--- src/rtl/core/pct_pkg.sv ---
`default_nettype none

package pct_pkg;

  localparam logic [7:0] CHAR_PERCENT = 8'h25;
  localparam logic [7:0] CHAR_PLUS    = 8'h2B;
  localparam logic [7:0] CHAR_SPACE   = 8'h20;

  // utf-8 replacement character u+fffd
  localparam logic [7:0] REPL_BYTE0 = 8'hEF;
  localparam logic [7:0] REPL_BYTE1 = 8'hBF;
  localparam logic [7:0] REPL_BYTE2 = 8'hBD;

  localparam logic [7:0] HEX_ALPHA_BASE = 8'd10;

  localparam int unsigned CFG_IDX_W = 1;
  localparam logic [CFG_IDX_W-1:0] REG_CONVERT_PLUS = 1'b0;
  localparam logic [CFG_IDX_W-1:0] REG_STRICT_MODE  = 1'b1;

  typedef enum logic [1:0] {
    CMD_BYTE,
    CMD_REPL,
    CMD_ERR
  } cmd_kind_t;

  typedef struct packed {
    cmd_kind_t  kind;
    logic [7:0] data;
    logic       is_end;
  } cmd_t;

endpackage

`default_nettype wire

--- src/rtl/core/pct_in_if.sv ---
`default_nettype none

interface pct_in_if;
  logic       valid;
  logic       ready;
  logic [7:0] char_in;
  logic       is_end;

  modport source (output valid, output char_in, output is_end, input ready);
  modport sink   (input valid, input char_in, input is_end, output ready);
endinterface

`default_nettype wire

--- src/rtl/core/pct_out_if.sv ---
`default_nettype none

interface pct_out_if;
  logic       valid;
  logic       ready;
  logic [7:0] byte_out;
  logic       run_last;
  logic       string_done;
  logic       error;

  modport source (output valid, output byte_out, output run_last, output string_done,
                  output error, input ready);
  modport sink   (input valid, input byte_out, input run_last, input string_done,
                  input error, output ready);
endinterface

`default_nettype wire

--- src/rtl/core/pct_front.sv ---
`default_nettype none

module pct_front (
  input  wire logic         clk,
  input  wire logic         rst_n,
  input  wire logic         in_valid,
  output logic              in_ready,
  input  wire logic [7:0]   char_in,
  input  wire logic         is_end,
  input  wire logic         convert_plus,
  input  wire logic         strict_mode,
  input  wire logic         q_full,
  output logic              push,
  output pct_pkg::cmd_t     push_cmd
);
  import pct_pkg::*;

  typedef enum logic [1:0] {
    PH_IDLE,
    PH_DIGIT1,
    PH_DIGIT2,
    PH_DROP
  } phase_t;

  phase_t     phase_r, phase_nxt;
  logic [3:0] high_nibble_r, high_nibble_nxt;
  logic       digit_bad_r, digit_bad_nxt;
  logic       accept;
  logic       hex_bad;
  logic [3:0] hex_val;

  // hex digit decode, either case
  always_comb begin
    hex_bad = 1'b0;
    hex_val = 4'd0;
    if (char_in >= 8'h30 && char_in <= 8'h39) begin
      hex_val = 4'(char_in - 8'h30);
    end else if (char_in >= 8'h61 && char_in <= 8'h66) begin
      hex_val = 4'(HEX_ALPHA_BASE + (char_in - 8'h61));
    end else if (char_in >= 8'h41 && char_in <= 8'h46) begin
      hex_val = 4'(HEX_ALPHA_BASE + (char_in - 8'h41));
    end else begin
      hex_bad = 1'b1;
    end
  end

  assign in_ready = !q_full;
  assign accept   = in_valid && in_ready;

  always_comb begin
    phase_nxt       = phase_r;
    high_nibble_nxt = high_nibble_r;
    digit_bad_nxt   = digit_bad_r;
    push            = 1'b0;
    push_cmd.kind   = CMD_BYTE;
    push_cmd.data   = char_in;
    push_cmd.is_end = is_end;
    if (accept) begin
      case (phase_r)
        PH_IDLE: begin
          if (char_in == CHAR_PERCENT) begin
            high_nibble_nxt = 4'd0;
            digit_bad_nxt   = 1'b0;
            if (is_end) begin
              push      = 1'b1;
              push_cmd.kind = strict_mode ? CMD_ERR : CMD_REPL;
              phase_nxt = PH_IDLE;
            end else begin
              phase_nxt = PH_DIGIT1;
            end
          end else begin
            push = 1'b1;
            if (convert_plus && char_in == CHAR_PLUS) begin
              push_cmd.data = CHAR_SPACE;
            end
          end
        end
        PH_DIGIT1: begin
          if (is_end) begin
            push            = 1'b1;
            push_cmd.kind   = strict_mode ? CMD_ERR : CMD_REPL;
            high_nibble_nxt = 4'd0;
            digit_bad_nxt   = 1'b0;
            phase_nxt       = PH_IDLE;
          end else begin
            digit_bad_nxt   = hex_bad;
            high_nibble_nxt = hex_bad ? 4'd0 : hex_val;
            phase_nxt       = PH_DIGIT2;
          end
        end
        PH_DIGIT2: begin
          push            = 1'b1;
          high_nibble_nxt = 4'd0;
          digit_bad_nxt   = 1'b0;
          if (digit_bad_r || hex_bad) begin
            if (strict_mode) begin
              push_cmd.kind = CMD_ERR;
              phase_nxt     = is_end ? PH_IDLE : PH_DROP;
            end else begin
              push_cmd.kind = CMD_REPL;
              phase_nxt     = PH_IDLE;
            end
          end else begin
            push_cmd.data = {high_nibble_r, hex_val};
            phase_nxt     = PH_IDLE;
          end
        end
        PH_DROP: begin
          if (is_end) begin
            phase_nxt = PH_IDLE;
          end
        end
        default: begin
          phase_nxt = PH_IDLE;
        end
      endcase
    end
  end

  always_ff @(posedge clk) begin
    if (!rst_n) begin
      phase_r       <= PH_IDLE;
      high_nibble_r <= 4'd0;
      digit_bad_r   <= 1'b0;
    end else begin
      phase_r       <= phase_nxt;
      high_nibble_r <= high_nibble_nxt;
      digit_bad_r   <= digit_bad_nxt;
    end
  end

endmodule

`default_nettype wire

--- src/rtl/core/pct_queue.sv ---
`default_nettype none

module pct_queue #(
  parameter int unsigned DEPTH = 4
) (
  input  wire logic           clk,
  input  wire logic           rst_n,
  input  wire logic           push,
  input  wire pct_pkg::cmd_t  push_cmd,
  output logic                full,
  input  wire logic           pop,
  output logic                empty,
  output pct_pkg::cmd_t       head_cmd
);
  import pct_pkg::*;

  localparam int unsigned PTR_W = $clog2(DEPTH);
  localparam int unsigned CNT_W = $clog2(DEPTH + 1);

  cmd_t             mem_r [DEPTH];
  logic [PTR_W-1:0] wr_ptr_r, wr_ptr_nxt;
  logic [PTR_W-1:0] rd_ptr_r, rd_ptr_nxt;
  logic [CNT_W-1:0] count_r, count_nxt;
  logic             do_push, do_pop;

  assign full     = (count_r == CNT_W'(DEPTH));
  assign empty    = (count_r == '0);
  assign head_cmd = mem_r[rd_ptr_r];
  assign do_push  = push && !full;
  assign do_pop   = pop && !empty;

  always_comb begin
    wr_ptr_nxt = wr_ptr_r;
    rd_ptr_nxt = rd_ptr_r;
    count_nxt  = count_r;
    if (do_push) begin
      wr_ptr_nxt = (wr_ptr_r == PTR_W'(DEPTH - 1)) ? '0 : wr_ptr_r + 1'b1;
    end
    if (do_pop) begin
      rd_ptr_nxt = (rd_ptr_r == PTR_W'(DEPTH - 1)) ? '0 : rd_ptr_r + 1'b1;
    end
    if (do_push && !do_pop) begin
      count_nxt = count_r + 1'b1;
    end else if (do_pop && !do_push) begin
      count_nxt = count_r - 1'b1;
    end
  end

  always_ff @(posedge clk) begin
    if (!rst_n) begin
      wr_ptr_r <= '0;
      rd_ptr_r <= '0;
      count_r  <= '0;
    end else begin
      wr_ptr_r <= wr_ptr_nxt;
      rd_ptr_r <= rd_ptr_nxt;
      count_r  <= count_nxt;
    end
  end

  always_ff @(posedge clk) begin
    if (do_push) begin
      mem_r[wr_ptr_r] <= push_cmd;
    end
  end

endmodule

`default_nettype wire

--- src/rtl/core/pct_back.sv ---
`default_nettype none

module pct_back (
  input  wire logic           clk,
  input  wire logic           rst_n,
  input  wire logic           q_empty,
  input  wire pct_pkg::cmd_t  head_cmd,
  output logic                pop,
  output logic                out_valid,
  input  wire logic           out_ready,
  output logic [7:0]          byte_out,
  output logic                run_last,
  output logic                string_done,
  output logic                error
);
  import pct_pkg::*;

  logic       out_valid_r;
  logic [7:0] byte_r, byte_nxt;
  logic       last_r, last_nxt;
  logic       done_r, done_nxt;
  logic       err_r, err_nxt;
  logic [1:0] sub_r, sub_nxt;
  logic       load;

  // output slot free or being drained this cycle
  assign load = !q_empty && (!out_valid_r || out_ready);

  always_comb begin
    sub_nxt  = sub_r;
    pop      = 1'b0;
    byte_nxt = head_cmd.data;
    last_nxt = 1'b1;
    done_nxt = head_cmd.is_end;
    err_nxt  = 1'b0;
    case (head_cmd.kind)
      CMD_BYTE: begin
        pop = load;
      end
      CMD_ERR: begin
        pop      = load;
        byte_nxt = 8'h00;
        done_nxt = 1'b1;
        err_nxt  = 1'b1;
      end
      CMD_REPL: begin
        case (sub_r)
          2'd0: begin
            byte_nxt = REPL_BYTE0;
            last_nxt = 1'b0;
            done_nxt = 1'b0;
          end
          2'd1: begin
            byte_nxt = REPL_BYTE1;
            last_nxt = 1'b0;
            done_nxt = 1'b0;
          end
          default: begin
            byte_nxt = REPL_BYTE2;
          end
        endcase
        if (load) begin
          if (sub_r == 2'd2) begin
            pop     = 1'b1;
            sub_nxt = 2'd0;
          end else begin
            sub_nxt = sub_r + 2'd1;
          end
        end
      end
      default: begin
        pop = load;
      end
    endcase
  end

  always_ff @(posedge clk) begin
    if (!rst_n) begin
      out_valid_r <= 1'b0;
      sub_r       <= 2'd0;
    end else begin
      sub_r <= sub_nxt;
      if (load) begin
        out_valid_r <= 1'b1;
      end else if (out_ready) begin
        out_valid_r <= 1'b0;
      end
    end
  end

  always_ff @(posedge clk) begin
    if (load) begin
      byte_r <= byte_nxt;
      last_r <= last_nxt;
      done_r <= done_nxt;
      err_r  <= err_nxt;
    end
  end

  assign out_valid   = out_valid_r;
  assign byte_out    = byte_r;
  assign run_last    = last_r;
  assign string_done = done_r;
  assign error       = err_r;

endmodule

`default_nettype wire

--- src/rtl/core/percent_decoder_top.sv ---
`default_nettype none

// channel    dir  payload                                    accepted on
// in_chan    in   char_in[7:0], is_end                       valid && ready
// out_chan   out  byte_out[7:0], run_last, string_done, error valid && ready
// cfg_*      in   cfg_index[0], cfg_wdata[0]                 cfg_we
//
// one request per cycle in unless the queue is full; one result per cycle out
// from a registered slot while out_ready is high; a replacement escape is sent
// as the three bytes EF BF BD; front and back are split by a small command
// queue, so in_ready drops only when the queue is full
// rst_n is synchronous; it clears the escape state, the queue and out valid,
// and loads convert_plus 0, strict_mode 1

module percent_decoder_top #(
  parameter int unsigned QUEUE_DEPTH = 4
) (
  input  wire logic                       clk,
  input  wire logic                       rst_n,
  pct_in_if.sink                          in_chan,
  pct_out_if.source                       out_chan,
  input  wire logic                       cfg_we,
  input  wire logic [pct_pkg::CFG_IDX_W-1:0] cfg_index,
  input  wire logic                       cfg_wdata
);
  import pct_pkg::*;

  logic convert_plus_r;
  logic strict_mode_r;
  logic q_full, q_empty, push, pop;
  cmd_t push_cmd, head_cmd;

  always_ff @(posedge clk) begin
    if (!rst_n) begin
      convert_plus_r <= 1'b0;
      strict_mode_r  <= 1'b1;
    end else if (cfg_we) begin
      case (cfg_index)
        REG_CONVERT_PLUS: convert_plus_r <= cfg_wdata;
        REG_STRICT_MODE:  strict_mode_r  <= cfg_wdata;
        default: begin
        end
      endcase
    end
  end

  pct_front u_front (
    .clk          (clk),
    .rst_n        (rst_n),
    .in_valid     (in_chan.valid),
    .in_ready     (in_chan.ready),
    .char_in      (in_chan.char_in),
    .is_end       (in_chan.is_end),
    .convert_plus (convert_plus_r),
    .strict_mode  (strict_mode_r),
    .q_full       (q_full),
    .push         (push),
    .push_cmd     (push_cmd)
  );

  pct_queue #(
    .DEPTH (QUEUE_DEPTH)
  ) u_queue (
    .clk      (clk),
    .rst_n    (rst_n),
    .push     (push),
    .push_cmd (push_cmd),
    .full     (q_full),
    .pop      (pop),
    .empty    (q_empty),
    .head_cmd (head_cmd)
  );

  pct_back u_back (
    .clk         (clk),
    .rst_n       (rst_n),
    .q_empty     (q_empty),
    .head_cmd    (head_cmd),
    .pop         (pop),
    .out_valid   (out_chan.valid),
    .out_ready   (out_chan.ready),
    .byte_out    (out_chan.byte_out),
    .run_last    (out_chan.run_last),
    .string_done (out_chan.string_done),
    .error       (out_chan.error)
  );

endmodule

`default_nettype wire
--- src/flat_wrapper.sv ---
// flat-port wrapper written by rule: the top's interface ports become plain ports
module percent_decoder_top_flat import pct_pkg::*;
#(
  parameter int unsigned QUEUE_DEPTH = 4
)
  (clk, rst_n, cfg_we, cfg_index, cfg_wdata, in_chan_valid, in_chan_char_in, in_chan_is_end, in_chan_ready, out_chan_valid, out_chan_byte_out, out_chan_run_last, out_chan_string_done, out_chan_error, out_chan_ready);
  pct_in_if in_chan_i ();
  pct_out_if out_chan_i ();
  input  wire logic clk;
  input  wire logic rst_n;
  input  wire logic cfg_we;
  input  wire logic [pct_pkg::CFG_IDX_W-1:0] cfg_index;
  input  wire logic cfg_wdata;
  input wire logic [$bits(in_chan_i.valid)-1:0] in_chan_valid;
  input wire logic [$bits(in_chan_i.char_in)-1:0] in_chan_char_in;
  input wire logic [$bits(in_chan_i.is_end)-1:0] in_chan_is_end;
  output wire logic [$bits(in_chan_i.ready)-1:0] in_chan_ready;
  output wire logic [$bits(out_chan_i.valid)-1:0] out_chan_valid;
  output wire logic [$bits(out_chan_i.byte_out)-1:0] out_chan_byte_out;
  output wire logic [$bits(out_chan_i.run_last)-1:0] out_chan_run_last;
  output wire logic [$bits(out_chan_i.string_done)-1:0] out_chan_string_done;
  output wire logic [$bits(out_chan_i.error)-1:0] out_chan_error;
  input wire logic [$bits(out_chan_i.ready)-1:0] out_chan_ready;
  assign in_chan_i.valid = in_chan_valid;
  assign in_chan_i.char_in = in_chan_char_in;
  assign in_chan_i.is_end = in_chan_is_end;
  assign in_chan_ready = in_chan_i.ready;
  assign out_chan_valid = out_chan_i.valid;
  assign out_chan_byte_out = out_chan_i.byte_out;
  assign out_chan_run_last = out_chan_i.run_last;
  assign out_chan_string_done = out_chan_i.string_done;
  assign out_chan_error = out_chan_i.error;
  assign out_chan_i.ready = out_chan_ready;
  percent_decoder_top #(.QUEUE_DEPTH(QUEUE_DEPTH)) u_core (.clk(clk), .rst_n(rst_n), .in_chan(in_chan_i), .out_chan(out_chan_i), .cfg_we(cfg_we), .cfg_index(cfg_index), .cfg_wdata(cfg_wdata));
endmodule
--- config.mk ---
export PLATFORM = sky130hd
export DESIGN_NAME = percent_decoder_top_flat
export DESIGN_NICKNAME = d
export VERILOG_FILES = /design/src/rtl/core/pct_pkg.sv /design/src/rtl/core/pct_in_if.sv /design/src/rtl/core/pct_out_if.sv /design/src/rtl/core/pct_front.sv /design/src/rtl/core/pct_queue.sv /design/src/rtl/core/pct_back.sv /design/src/rtl/core/percent_decoder_top.sv /design/src/flat_wrapper.sv
export SDC_FILE = /design/constraint.sdc
export NUM_CORES = 1
export LEC_CHECK = 0
export BUFFER_PORTS_ARGS = -buffer_cell sky130_fd_sc_hd__buf_2
export CAP_MARGIN = 20
export CORE_ASPECT_RATIO = 0.9
export CORE_MARGIN = 5
export CORE_UTILIZATION = 40
export CTS_BUF_LIST = sky130_fd_sc_hd__clkbuf_16
export DETAILED_ROUTE_END_ITERATION = 7
export GPL_ROUTABILITY_DRIVEN = 0
export GPL_TIMING_DRIVEN = 0
export SYNTH_ARGS = -nofsm -noshare
export SYNTH_HDL_FRONTEND = slang
export SYNTH_HIERARCHICAL = 1
export SYNTH_SLANG_ARGS = --single-unit
--- constraint.sdc ---
create_clock -name clk -period 4.4 [get_ports clk]
set_input_delay 0.22 -clock clk [delete_from_list [all_inputs] [get_ports clk]]
set_output_delay 0.22 -clock clk [all_outputs]
set_load 0.03 [all_outputs]
# == Yosys cells after proc, flatten, opt, wreduce, memory -nomap -nowiden ==
# Memory sizes are Yosys's and may differ from the RTL's. A register that Yosys moved wholly into a read port is not among the register bits.
# Index checks and enable logic that the tools add are counted.
# op_classes
n_addsub,10
n_bitwise,1
n_lt_le_gt_ge,6
mux,55
n_reduce_logical,29
n_eq_ne,14
# op_table
operator,count
$pmux 8 s2,2
$mux 2,15
$mux 4,6
$mux 8,3
$mux 1,19
$eq 8x6->1 const B,2
$ge 8x7->1 const B,2
$le 8x7->1 const B,2
$pmux 7 s2,1
$eq 2x2->1 const B,6
$pmux 4 s3,1
$sub 4x1->4 const B,3
$logic_and 1x1->1,10
$mux 10,1
$add 4x4->4 const A,2
$ge 8x6->1 const B,1
$le 8x6->1 const B,1
$pmux 2 s4,1
$add 2x1->2 const B,3
$eq 2x1->1 const B,3
$mux 3,2
$pmux 1 s3,2
$pmux 2 s3,1
$reduce_and 2->1,3
other kinds (14),23
# totals
reg_bits,30
ram_bits,44
n_memories,1
wordCells,130
in_bits,16
# memory_table
name,depth,width,rd,rd_clocked_by_memory_dff,write_ports,line_no,source
u_core.u_queue.mem_r,4,11,1,1,1,pct_queue.sv:20,cmd_t mem_r [DEPTH];

# == Longest topological paths before layout ==
# Gate-level depths: netlist (run 1).
# logic_depth
depth_word,9
mapped_depth,13
depth_no_buf,12

# == By module ==
# Netlist (run 1), hierarchy kept.
# modules_own_cells
mod,instances,cells_each,area_per_inst_um2,seq_area_each_um2
pct_queue,1,108,2060.7,1501.4
pct_front,1,102,772.0,140.1
pct_back,1,56,629.4,390.4
percent_decoder_top,1,9,85.1,40.0

# == Worst setup path before layout (run 1) ==
# No wires, ideal clock.
# synth_timing
kind,reg2reg
from,register with a tool-made name
to,register u_core.u_queue.count_r[2]
period_less_slack_ns,2.905
setup_slack_ns,1.495
path_stages_with_launch,13
required_time_ns,4.324
arrival_time_ns,2.830
setup_time_ns,0.076
cell_sequence,dfxtp_1 -> buf_4 -> mux4_2 -> inv_1 -> ha_1 -> a211oi_1 -> o31ai_1 -> ha_1 -> inv_1 -> fa_1 -> xor2_1 -> or3_1 -> a21boi_0
# synth_rtl
element,line_no,source
to (signal assigned),pct_queue.sv:57,count_r <= count_nxt;
to (decl),pct_queue.sv:23,"logic [CNT_W-1:0] count_r, count_nxt;"

==> flow_summary.ini, run 1 <==
[run_status]
status = complete, no violations

[cts]
post-cts-setup-buffers = 0
clock_latency_ps = 330
cts_tree = built
post_cts_resized = 0
cts_hold_buf = 0
clock-sinks = 76
cts_max_path_buffers = 2
h-tree-depth = 3
cts_buffers = 9
clk_pin_slew_ps = 60
cts_root_buffer = clkbuf_16

[global_route]
grt_pass1_wl_um = 10700
grt.met1_usage_pct = 17.6
grt_pass1_vias = 2210
grt_usage_pct = 12.8
grt_start_max_net_pins = 17
antenna_found_initial = 0
grt-ovfl-total = 0
busiest_layer = met2
gr-usage-met2_pct = 19.3
use_met3_pct = 4.09

[sta]
hold_viol_final = 0
slew_viol_final = 0
fin_crit_ps = 3300
setup_violations = 0
clock_skew_ps = 5.50
worstMarginPinSlew_ps = 796
timing.final.ws_setup_ps = 1100
rsz0062_at_grt = no
fmax_ghz = 0.303
tns_ps = 0
layout_worst_path_cycle_share_pct = 75.0
maxSlewHeadroom_pct = 46.7

[floorplanning]
start_util_pct = 41.2
die_h_um = 99.3
rows = 32
io_pins = 29
die-area_sq_mm = 0.0109
core_area_sq_mm = 0.00861
die_w_um = 109

[setup_path]
ff2ff_setup_slack_ps = 1100
r2r_cells = 12
cp_max_fo = 10
slowest_delay_ps = 510
cp.buffers_inverters = 3
crit_type = reg -> reg
cpLargestDelayFamily = adder cells
worst_setup_path_start_kind = flip-flop
cp.arrival_ps = 3560
end_kind = flip-flop
r2r_end = u_core/u_queue/count_r[2]
critPathRequiredTime_ps = 4660
cp_cell_sequence = clkbuf_1 > mux4_2 > inv_1 > ha_1 > a211oi_1 > o31ai_1 > ha_1 > inv_1 > fa_1 > xor2_1 > or3_1 > a21boi_0
cp_slowest_cell = clkbuf_1

[synth]
yosysWarnings = 6
async_flop_share_pct = 0
synth_edf_count = 55
ys_ff_latch = 76
avgSynthCellArea_sq_um = 12.9
synth.yosys.seq_area_share_pct = 58.4
synth_cell_types = 52
ys.flop_type = edfxtp_1
synth_area_sq_mm = 0.00355
syn_inst = 275
synth_nets = 303

[power]
p_total_mw = 2.43
ir_worst_vdd_mv = 0.239
cellPowerDensity_mw_per_mm2 = 592
total_leakage_power_nw = 1.50

[route]
drtIter0Drc = 100
routedWlPerCell_um = 14.6
firstDrtPassIters = 4
vias_per_cell = 5.09
wl_um = 6400
ant_nets = 0
drc = 0
dr_total_vias = 2223

[min_path]
holdPathEnd = u_core/convert_plus_r
hold_path_class = in -> reg
holdPathStages = 3
hold_start = cfg_wdata

[cells_and_area]
final_cell_mix = 55 x edfxtp_1, 34 x nand2_1, 30 x buf_2
finalNonFillerCells = 437
diodes = 0
layout-drive-gt1-share_pct = 22.6
num-fill-cells = 772
mostFrequentLayoutCell = edfxtp_1
areaGrowthSynthToFinish_pct = 15.4
layout.nets = 342

[placed_design]
hpwl_um = 4560
dp_slack_ps = 1050
port-buffer-count = 28
dp_cells = 422

[run]
drv_cap = 0
## sequential cells by signal, indices dropped and copies added (netlist names), named ones only
register                      flops
u_core/convert_plus_r             1
u_core/strict_mode_r              1
u_core/u_back/byte_out            8
u_core/u_back/error               1
u_core/u_back/out_valid           1
u_core/u_back/run_last            1
u_core/u_back/string_done         1
u_core/u_back/sub_r               2
u_core/u_front/digit_bad_r        1
u_core/u_front/high_nibble_r      4
u_core/u_front/phase_r            2
u_core/u_queue/count_r            3
u_core/u_queue/mem_r             44
u_core/u_queue/rd_ptr_r           2
u_core/u_queue/wr_ptr_r           2
## cells in the mapped netlist, types with 2 or more instances
master	n	area (sq um)
nand2_1	34	128
nand4b_1	2	17.5
and3_1	2	12.5
clkbuf_1	2	7.51
mux2i_1	8	80.1
a21oi_1	10	50.1
o21ai_0	10	50.1
a211oi_1	2	15.0
o22ai_1	5	31.3
nor3_1	4	20.0
nand4_1	4	25.0
nor3b_1	2	15.0
edfxtp_1	55	1650
mux4_2	11	248
or3b_1	2	17.5
nor2b_2	2	17.5
buf_2	2	10.0
o31ai_1	2	15.0
nand3_1	5	25.0
nor2_1	10	37.5
nor2b_1	4	25.0
mux2_2	5	56.3
and2_1	6	37.5
xnor2_1	2	17.5
dfxtp_1	21	420
o21ai_1	3	15.0
nand2b_1	5	31.3
inv_1	18	67.6
ha_1	11	138
a21o_2	2	17.5
buf_4	3	22.5
## power by group
group / internal, mW / total, mW / switching, mW
registers: 0.968 / 1.03 / 0.0573
logic: 0.295 / 0.760 / 0.465
clock network: 0.373 / 0.641 / 0.268
## worst max path at each step
stage | start | to | depth (start not counted)
after floorplan | flip-flop | u_core/u_queue/count_r[2] | 12
after CTS | flip-flop | u_core/u_queue/count_r[2] | 12
after global routing | flip-flop | u_core/u_queue/count_r[2] | 12
final | flip-flop | u_core/u_queue/count_r[2] | 12
after detailed placement | flip-flop | u_core/u_queue/count_r[2] | 12
after global placement | flip-flop | u_core/u_queue/count_r[2] | 12
## area by class of cell
type / count / area [sq um] / area share [%]
repair buffers: 28 / 140 / 3.42
flip-flops and latches: 76 / 2070 / 50.6
clock inverters: 6 / 33.8 / 0.825
plain buffers: 8 / 51.3 / 1.25
multi-input cells: 173 / 1360 / 33.1
clock buffers: 9 / 225 / 5.50
well taps: 119 / 149 / 3.64
inverters: 18 / 67.6 / 1.65
## worst min-delay path: stages
cell	delay (ps)
buf_2	100
nand2_1	50
mux2i_1	50
## logic make-up after synthesis
family | share of synthesized area [%]
multiplexers | 10.8
buffers and inverters | 3.35
flip-flops | 58.4
AO/OA/AOI/OAI | 7.69
AND/OR/NAND/NOR | 14.5
adder cells (fa/ha/maj) | 4.44
XOR/XNOR | 0.741
## stage by stage
step | instance area (sq um) | hold WS, ps | utilization [%]
3_3_place_gp | 3840 | 456 | 44.6
5_1_grt | 4100 | 156 | 47.6
4_1_cts | 4100 | 142 | 47.6
6_report | 4100 | 144 | 47.6
2_1_floorplan | 3550 | 300 | -
3_5_place_dp | 3840 | 466 | 44.6
## routing by layer
| layer | part of all wire (%) | wire (um) | up-vias |
|---|---|---|---|
| li1 | - | - | 1102 |
| met1 | 49 | 3160 | 1062 |
| met2 | 45 | 2910 | 51 |
| met3 | 4.1 | 263 | 8 |
| met4 | 0.97 | 62 | 0 |
| met5 | 0 | 0 | - |
No activity file was read; power rests on OpenSTA's default activity.
==> run 2, diff against run 1 <==
==> constraint.sdc (replaced) <==
create_clock -name clk -period 3.35 [get_ports clk]
set_input_delay 0.1675 -clock clk [delete_from_list [all_inputs] [get_ports clk]]
set_output_delay 0.1675 -clock clk [all_outputs]
set_load 0.03 [all_outputs]
==> run 2 against run 1 <==
Cell count grew 0.23%. Clock-buffer cell count stayed put. Clock power rose by 31%. Setup slack worse by 830 ps. Via count up 0.18%. Combinational power is 34% higher. First-iteration DRC count grew 4.0%. Non-clock buffer count rose by 1. Wire length barely moved. Flip-flop and latch count unchanged. Clock skew about the same.
==> flow_summary.ini, run 2 (same netlist as run 1, synthesis figures left out) <==
[sta]
clock_skew_ps = 5.62
layout_worst_path_cycle_share_pct = 92.0
worstMarginPinSlew_ps = 796
maxSlewHeadroom_pct = 46.7
fin_crit_ps = 3080
hold_ws_ps = 96.6
rsz0062_at_grt = no
slew_viol_final = 0
fmax_ghz = 0.325
setup_violations = 0
hold_viol_final = 0
tns_ps = 0

[cells_and_area]
num-fill-cells = 774
areaGrowthSynthToFinish_pct = 16.0
final_cell_mix = 55 x edfxtp_1, 34 x nand2_1, 30 x buf_2
seq_area_sq_mm = 0.00207
top_register = u_core/u_queue/mem_r
layout.nets = 343
layout-drive-gt1-share_pct = 23.8
largest_reg_flops = 44
finalNonFillerCells = 438
diodes = 0
mostFrequentLayoutCell = edfxtp_1
multiInputGateArea_sq_mm = 0.00136
final_util_pct = 47.8

[placed_design]
hpwl_um = 4560
dp_cells = 422
port-buffer-count = 28

[route]
wl_um = 6400
routedWlPerCell_um = 14.6
drtIter0Drc = 104
drc = 0
dr_total_vias = 2227
vias_per_cell = 5.08
ant_nets = 0
firstDrtPassIters = 4

[cts]
clock_latency_ps = 320
clock-sinks = 76
cts_tree = built
cts_hold_buf = 0
cts_root_buffer = clkbuf_16
cts_max_path_buffers = 2
cts_buffers = 9
clk_pin_slew_ps = 60
h-tree-depth = 3

[global_route]
grt_pass1_vias = 2210
grt_usage_pct = 12.8
grt_start_max_net_pins = 17
grt_pass1_wl_um = 10700
antenna_found_initial = 0
grt-ovfl-total = 0

[floorplanning]
io_pins = 29
core_area_sq_mm = 0.00861
rows = 32
start_util_pct = 41.2
die_h_um = 99.3
die_w_um = 109
die-area_sq_mm = 0.0109

[power]
total_leakage_power_nw = 1.50
ir_worst_vdd_mv = 0.319
p_total_mw = 3.20
cellPowerDensity_mw_per_mm2 = 778

[setup_path]
ff2ff_setup_slack_ps = 270
cpLargestDelayFamily = adder cells
worst_setup_path_start_kind = flip-flop
end_kind = flip-flop
critical_path_depth = 12
r2r_cells = 12
r2r_end = u_core/u_queue/count_r[2]
cp_slowest_cell = mux4_2
critPathRequiredTime_ps = 3600
cp_common_cell = inv_1
slowest_delay_ps = 540
cp.arrival_ps = 3330
cp_cell_sequence = buf_6 > mux4_2 > inv_1 > ha_1 > a211oi_1 > o31ai_2 > ha_2 > inv_1 > fa_1 > xor2_1 > or3_1 > a21boi_0
cp_max_fo = 10
cp.buffers_inverters = 3
crit_type = reg -> reg

[min_path]
holdPathStages = 3
hold_path_class = in -> reg
holdPathEnd = u_core/convert_plus_r
hold_start = cfg_wdata

[run_status]
status = complete, no violations

[run]
drv_cap = 0
-- run 2: changes by cell type in the layout (fill, tap and decap cells not counted) --
cell	delta
clkbuf_1	-1
ha_2	+1
ha_1	-1
o31ai_1	-1
clkbuf_2	+1
o31ai_2	+1
buf_6	+1
-- run 2: worst register-to-register path: stages (launching register included) --
cell      delay (ps)
dfxtp_1          370
buf_6            210
mux4_2           540
inv_1             70
ha_1             260
a211oi_1         130
o31ai_2          150
ha_2             260
inv_1             50
fa_1             370
xor2_1           150
or3_1            290
a21boi_0         160
-- run 2: repair_timing --
item                                    in CTS  in global routing
endpoints found under the setup margin       1                  1
resized for setup                            1                  3
buffers inserted                             0                  1
gates cloned                                 0                  0
pin swaps                                    0                  1
-- run 2: stage by stage --
stage	cell area [sq um]	setup slack, ps
after global routing	4120	3.35
final	4120	270
after global placement	3840	65.7
after floorplan	3550	445
after CTS	4100	109
after detailed placement	3840	4.26
-- run 2: how the worst max path moves through the flow --
stage	slack, ps	from	end
after CTS	110	flip-flop	u_core/u_queue/count_r[2]
after detailed placement	4	flip-flop	u_core/u_queue/count_r[2]
final	270	flip-flop	u_core/u_queue/count_r[2]
after global placement	70	flip-flop	u_core/u_queue/count_r[2]
after floorplan	440	flip-flop	u_core/u_queue/count_r[2]
after global routing	3	flip-flop	u_core/u_queue/count_r[2]
-- run 2: layout make-up --
class | count | area share, %
Multi-Input combinational cell | 173 | 33.1
Clock inverter | 6 | 0.821
Timing Repair Buffer | 29 | 3.59
Inverter | 18 | 1.64
Clock buffer | 9 | 5.47
Tap cell | 119 | 3.62
Buffer | 8 | 1.37
Sequential cell | 76 | 50.3
-- run 2: report_power, final --
part           switching [mW]  leakage, nW  internal (mW)  total (mW)
clock                   0.348        0.130          0.490       0.838
combinational           0.613        0.686          0.402        1.02
sequential             0.0772        0.688           1.27        1.35
total                    1.04         1.50           2.16        3.20
-- run 2: per-layer routing --
metal	vias up	GRT usage, %	wire length (um)
li1	1102	-	-
met1	1075	17.6	3130
met4	0	3.84	43
met2	46	19.3	2940
met3	4	4.09	286
met5	-	0	0
==> run 3, diff against run 2 <==
--- a/config.mk
+++ b/config.mk
@@ -7,7 +7,7 @@
 export LEC_CHECK = 0
 export BUFFER_PORTS_ARGS = -buffer_cell sky130_fd_sc_hd__buf_2
 export CAP_MARGIN = 20
-export CORE_ASPECT_RATIO = 0.9
+export CORE_ASPECT_RATIO = 2
 export CORE_MARGIN = 5
 export CORE_UTILIZATION = 40
 export CTS_BUF_LIST = sky130_fd_sc_hd__clkbuf_16
==> run 3 against run 2 <==
Global-route usage is 0.51 points higher. Clock power is 8.2% higher. Critical path depth stayed put. Sequential share of layout area stayed put. Fmax is 1.6% lower. Via count is 1.3% higher. Cell area stayed put. Register-to-register slack worse by 50 ps. Flip-flop and latch count stayed put. Cell count is 4.1% lower.
==> flow_summary.ini, run 3 (same netlist as run 1, synthesis figures left out) <==
[run_status]
status = complete, no violations

[global_route]
grt_pass1_wl_um = 11200
grt-ovfl-total = 0
grt_usage_pct = 13.3
grt_start_max_net_pins = 17
grt_pass1_vias = 2365
antenna_found_initial = 0

[route]
drtIter0Drc = 69
dr_total_vias = 2257
firstDrtPassIters = 4
route.layer.met1.wl_um = 2280
wl_met2_um = 3910
vias_per_cell = 5.37
ant_nets = 0
routedWlPerCell_um = 16.1
wl_met3_um = 229
drc = 0
wl_um = 6750
highest_layer = met4

[setup_path]
cp_max_fo = 10
r2r_cells = 12
cp.buffers_inverters = 3
worst_setup_path_start_kind = flip-flop
cpLargestDelayFamily = adder cells
critPathRequiredTime_ps = 3600
critical_path_depth = 12
cp_slowest_cell = mux4_2
cp.arrival_ps = 3380
slowest_delay_ps = 530
cp_cell_sequence = buf_6 > mux4_2 > inv_1 > ha_2 > a211oi_1 > o31ai_1 > ha_2 > inv_1 > fa_1 > xor2_1 > or3_1 > a21boi_0
end_kind = flip-flop
crit_type = reg -> reg

[min_path]
holdPathStages = 3
hold_path_class = in -> reg

[sta]
hold_viol_final = 0
setup_violations = 0
maxSlewHeadroom_pct = 43.9
fmax_ghz = 0.319
worstMarginPinSlew_ps = 838
clock_skew_ps = 4.72
fin_crit_ps = 3130
slew_viol_final = 0
rsz0062_at_grt = no
layout_worst_path_cycle_share_pct = 93.4

[placed_design]
dp_cells = 403
place_area_sq_mm = 0.00381
hpwl_um = 5080
port-buffer-count = 28

[cts]
cts_buffers = 9
h-tree-depth = 3
cts_hold_buf = 0
clock-sinks = 76
clk_pin_slew_ps = 60
cts_max_path_buffers = 2
cts_root_buffer = clkbuf_16
cts_tree = built
clock_latency_ps = 330

[cells_and_area]
layout-drive-gt1-share_pct = 24.1
fin_area_sq_mm = 0.00412
seq_area_sq_mm = 0.00207
finalNonFillerCells = 420
multiInputGateArea_sq_mm = 0.00136
areaGrowthSynthToFinish_pct = 16.0
mostFrequentLayoutCell = edfxtp_1
top_register = u_core/u_queue/mem_r
layout.nets = 343
largest_reg_flops = 44
num-fill-cells = 810
final_cell_mix = 55 x edfxtp_1, 34 x nand2_1, 30 x buf_2
diodes = 0

[floorplanning]
io_pins = 29
start_util_pct = 41.0
die-area_sq_mm = 0.0110
rows = 48
core_area_sq_mm = 0.00865
die_w_um = 76.6
die_h_um = 143

[power]
total_leakage_power_nw = 1.52
cellPowerDensity_mw_per_mm2 = 795
ir_worst_vdd_mv = 0.318
p_total_mw = 3.27

[run]
drv_cap = 0
run 3: cell types whose count changed in the layout (fill, tap and decap cells not counted):
cell       change
ha_1           -1
o31ai_1        +1
o31ai_2        -1
ha_2           +1
clkinv_4       -1
clkinv_2       +1
bufinv_16      +1
clkinv_1       -1
inv_1          +1
run 3: power by group:
group          internal (mW)  switching [mW]
registers               1.27          0.0779
logic                  0.402           0.611
clock network          0.566           0.341
run 3: cell type report:
| cell class | count | area share, % |
|---|---|---|
| plain buffers | 8 | 1.37 |
| clock buffers | 9 | 5.47 |
| clock inverters | 7 | 1.46 |
| inverters | 18 | 1.64 |
| multi-input cells | 173 | 33.1 |
| flip-flops and latches | 76 | 50.3 |
| well taps | 100 | 3.04 |
| repair buffers | 29 | 3.59 |
run 3: final timing paths:
path	to	slack, ps	from
setup / recovery	u_core/u_queue/count_r[2]	220	flip-flop
hold / removal	u_core/convert_plus_r	100	cfg_wdata
setup reg to reg	u_core/u_queue/count_r[2]	220	flip-flop
hold reg to reg	u_core/u_front/high_nibble_r[2]	470	u_core/u_front/high_nibble_r[2]
run 3: layer usage:
metal	vias to the layer above	track usage (%)
met2	58	25.7
met5	-	0
li1	1093	-
met4	0	8.94
met3	26	2.97
met1	1080	11.9
run 3: what timing repair did:
action / 4_1_cts / 5_1_grt
resized for setup: 1 / 3
pin swaps: 0 / 1
setup endpoints to repair: 1 / 1
setup buffers: 0 / 1
run 3: worst min-delay path, cell delays in order:
cell	delay, ps
buf_2	100
nand2_1	50
mux2i_1	60
run 3: metrics by stage:
| stage | setup TNS (ps) | setup WS [ps] | utilization [%] | hold slack (ps) |
|---|---|---|---|---|
| 2_1_floorplan | 0 | 445 | - | 247 |
| 3_3_place_gp | 0 | 39.8 | 44.1 | 428 |
| 3_5_place_dp | -2.24 | -2.24 | 44.1 | 434 |
| 4_1_cts | 0 | 63.9 | 47.4 | 79.1 |
| 5_1_grt | 0 | 0.471 | 47.6 | 109 |
| 6_report | 0 | 220 | 47.6 | 95.7 |
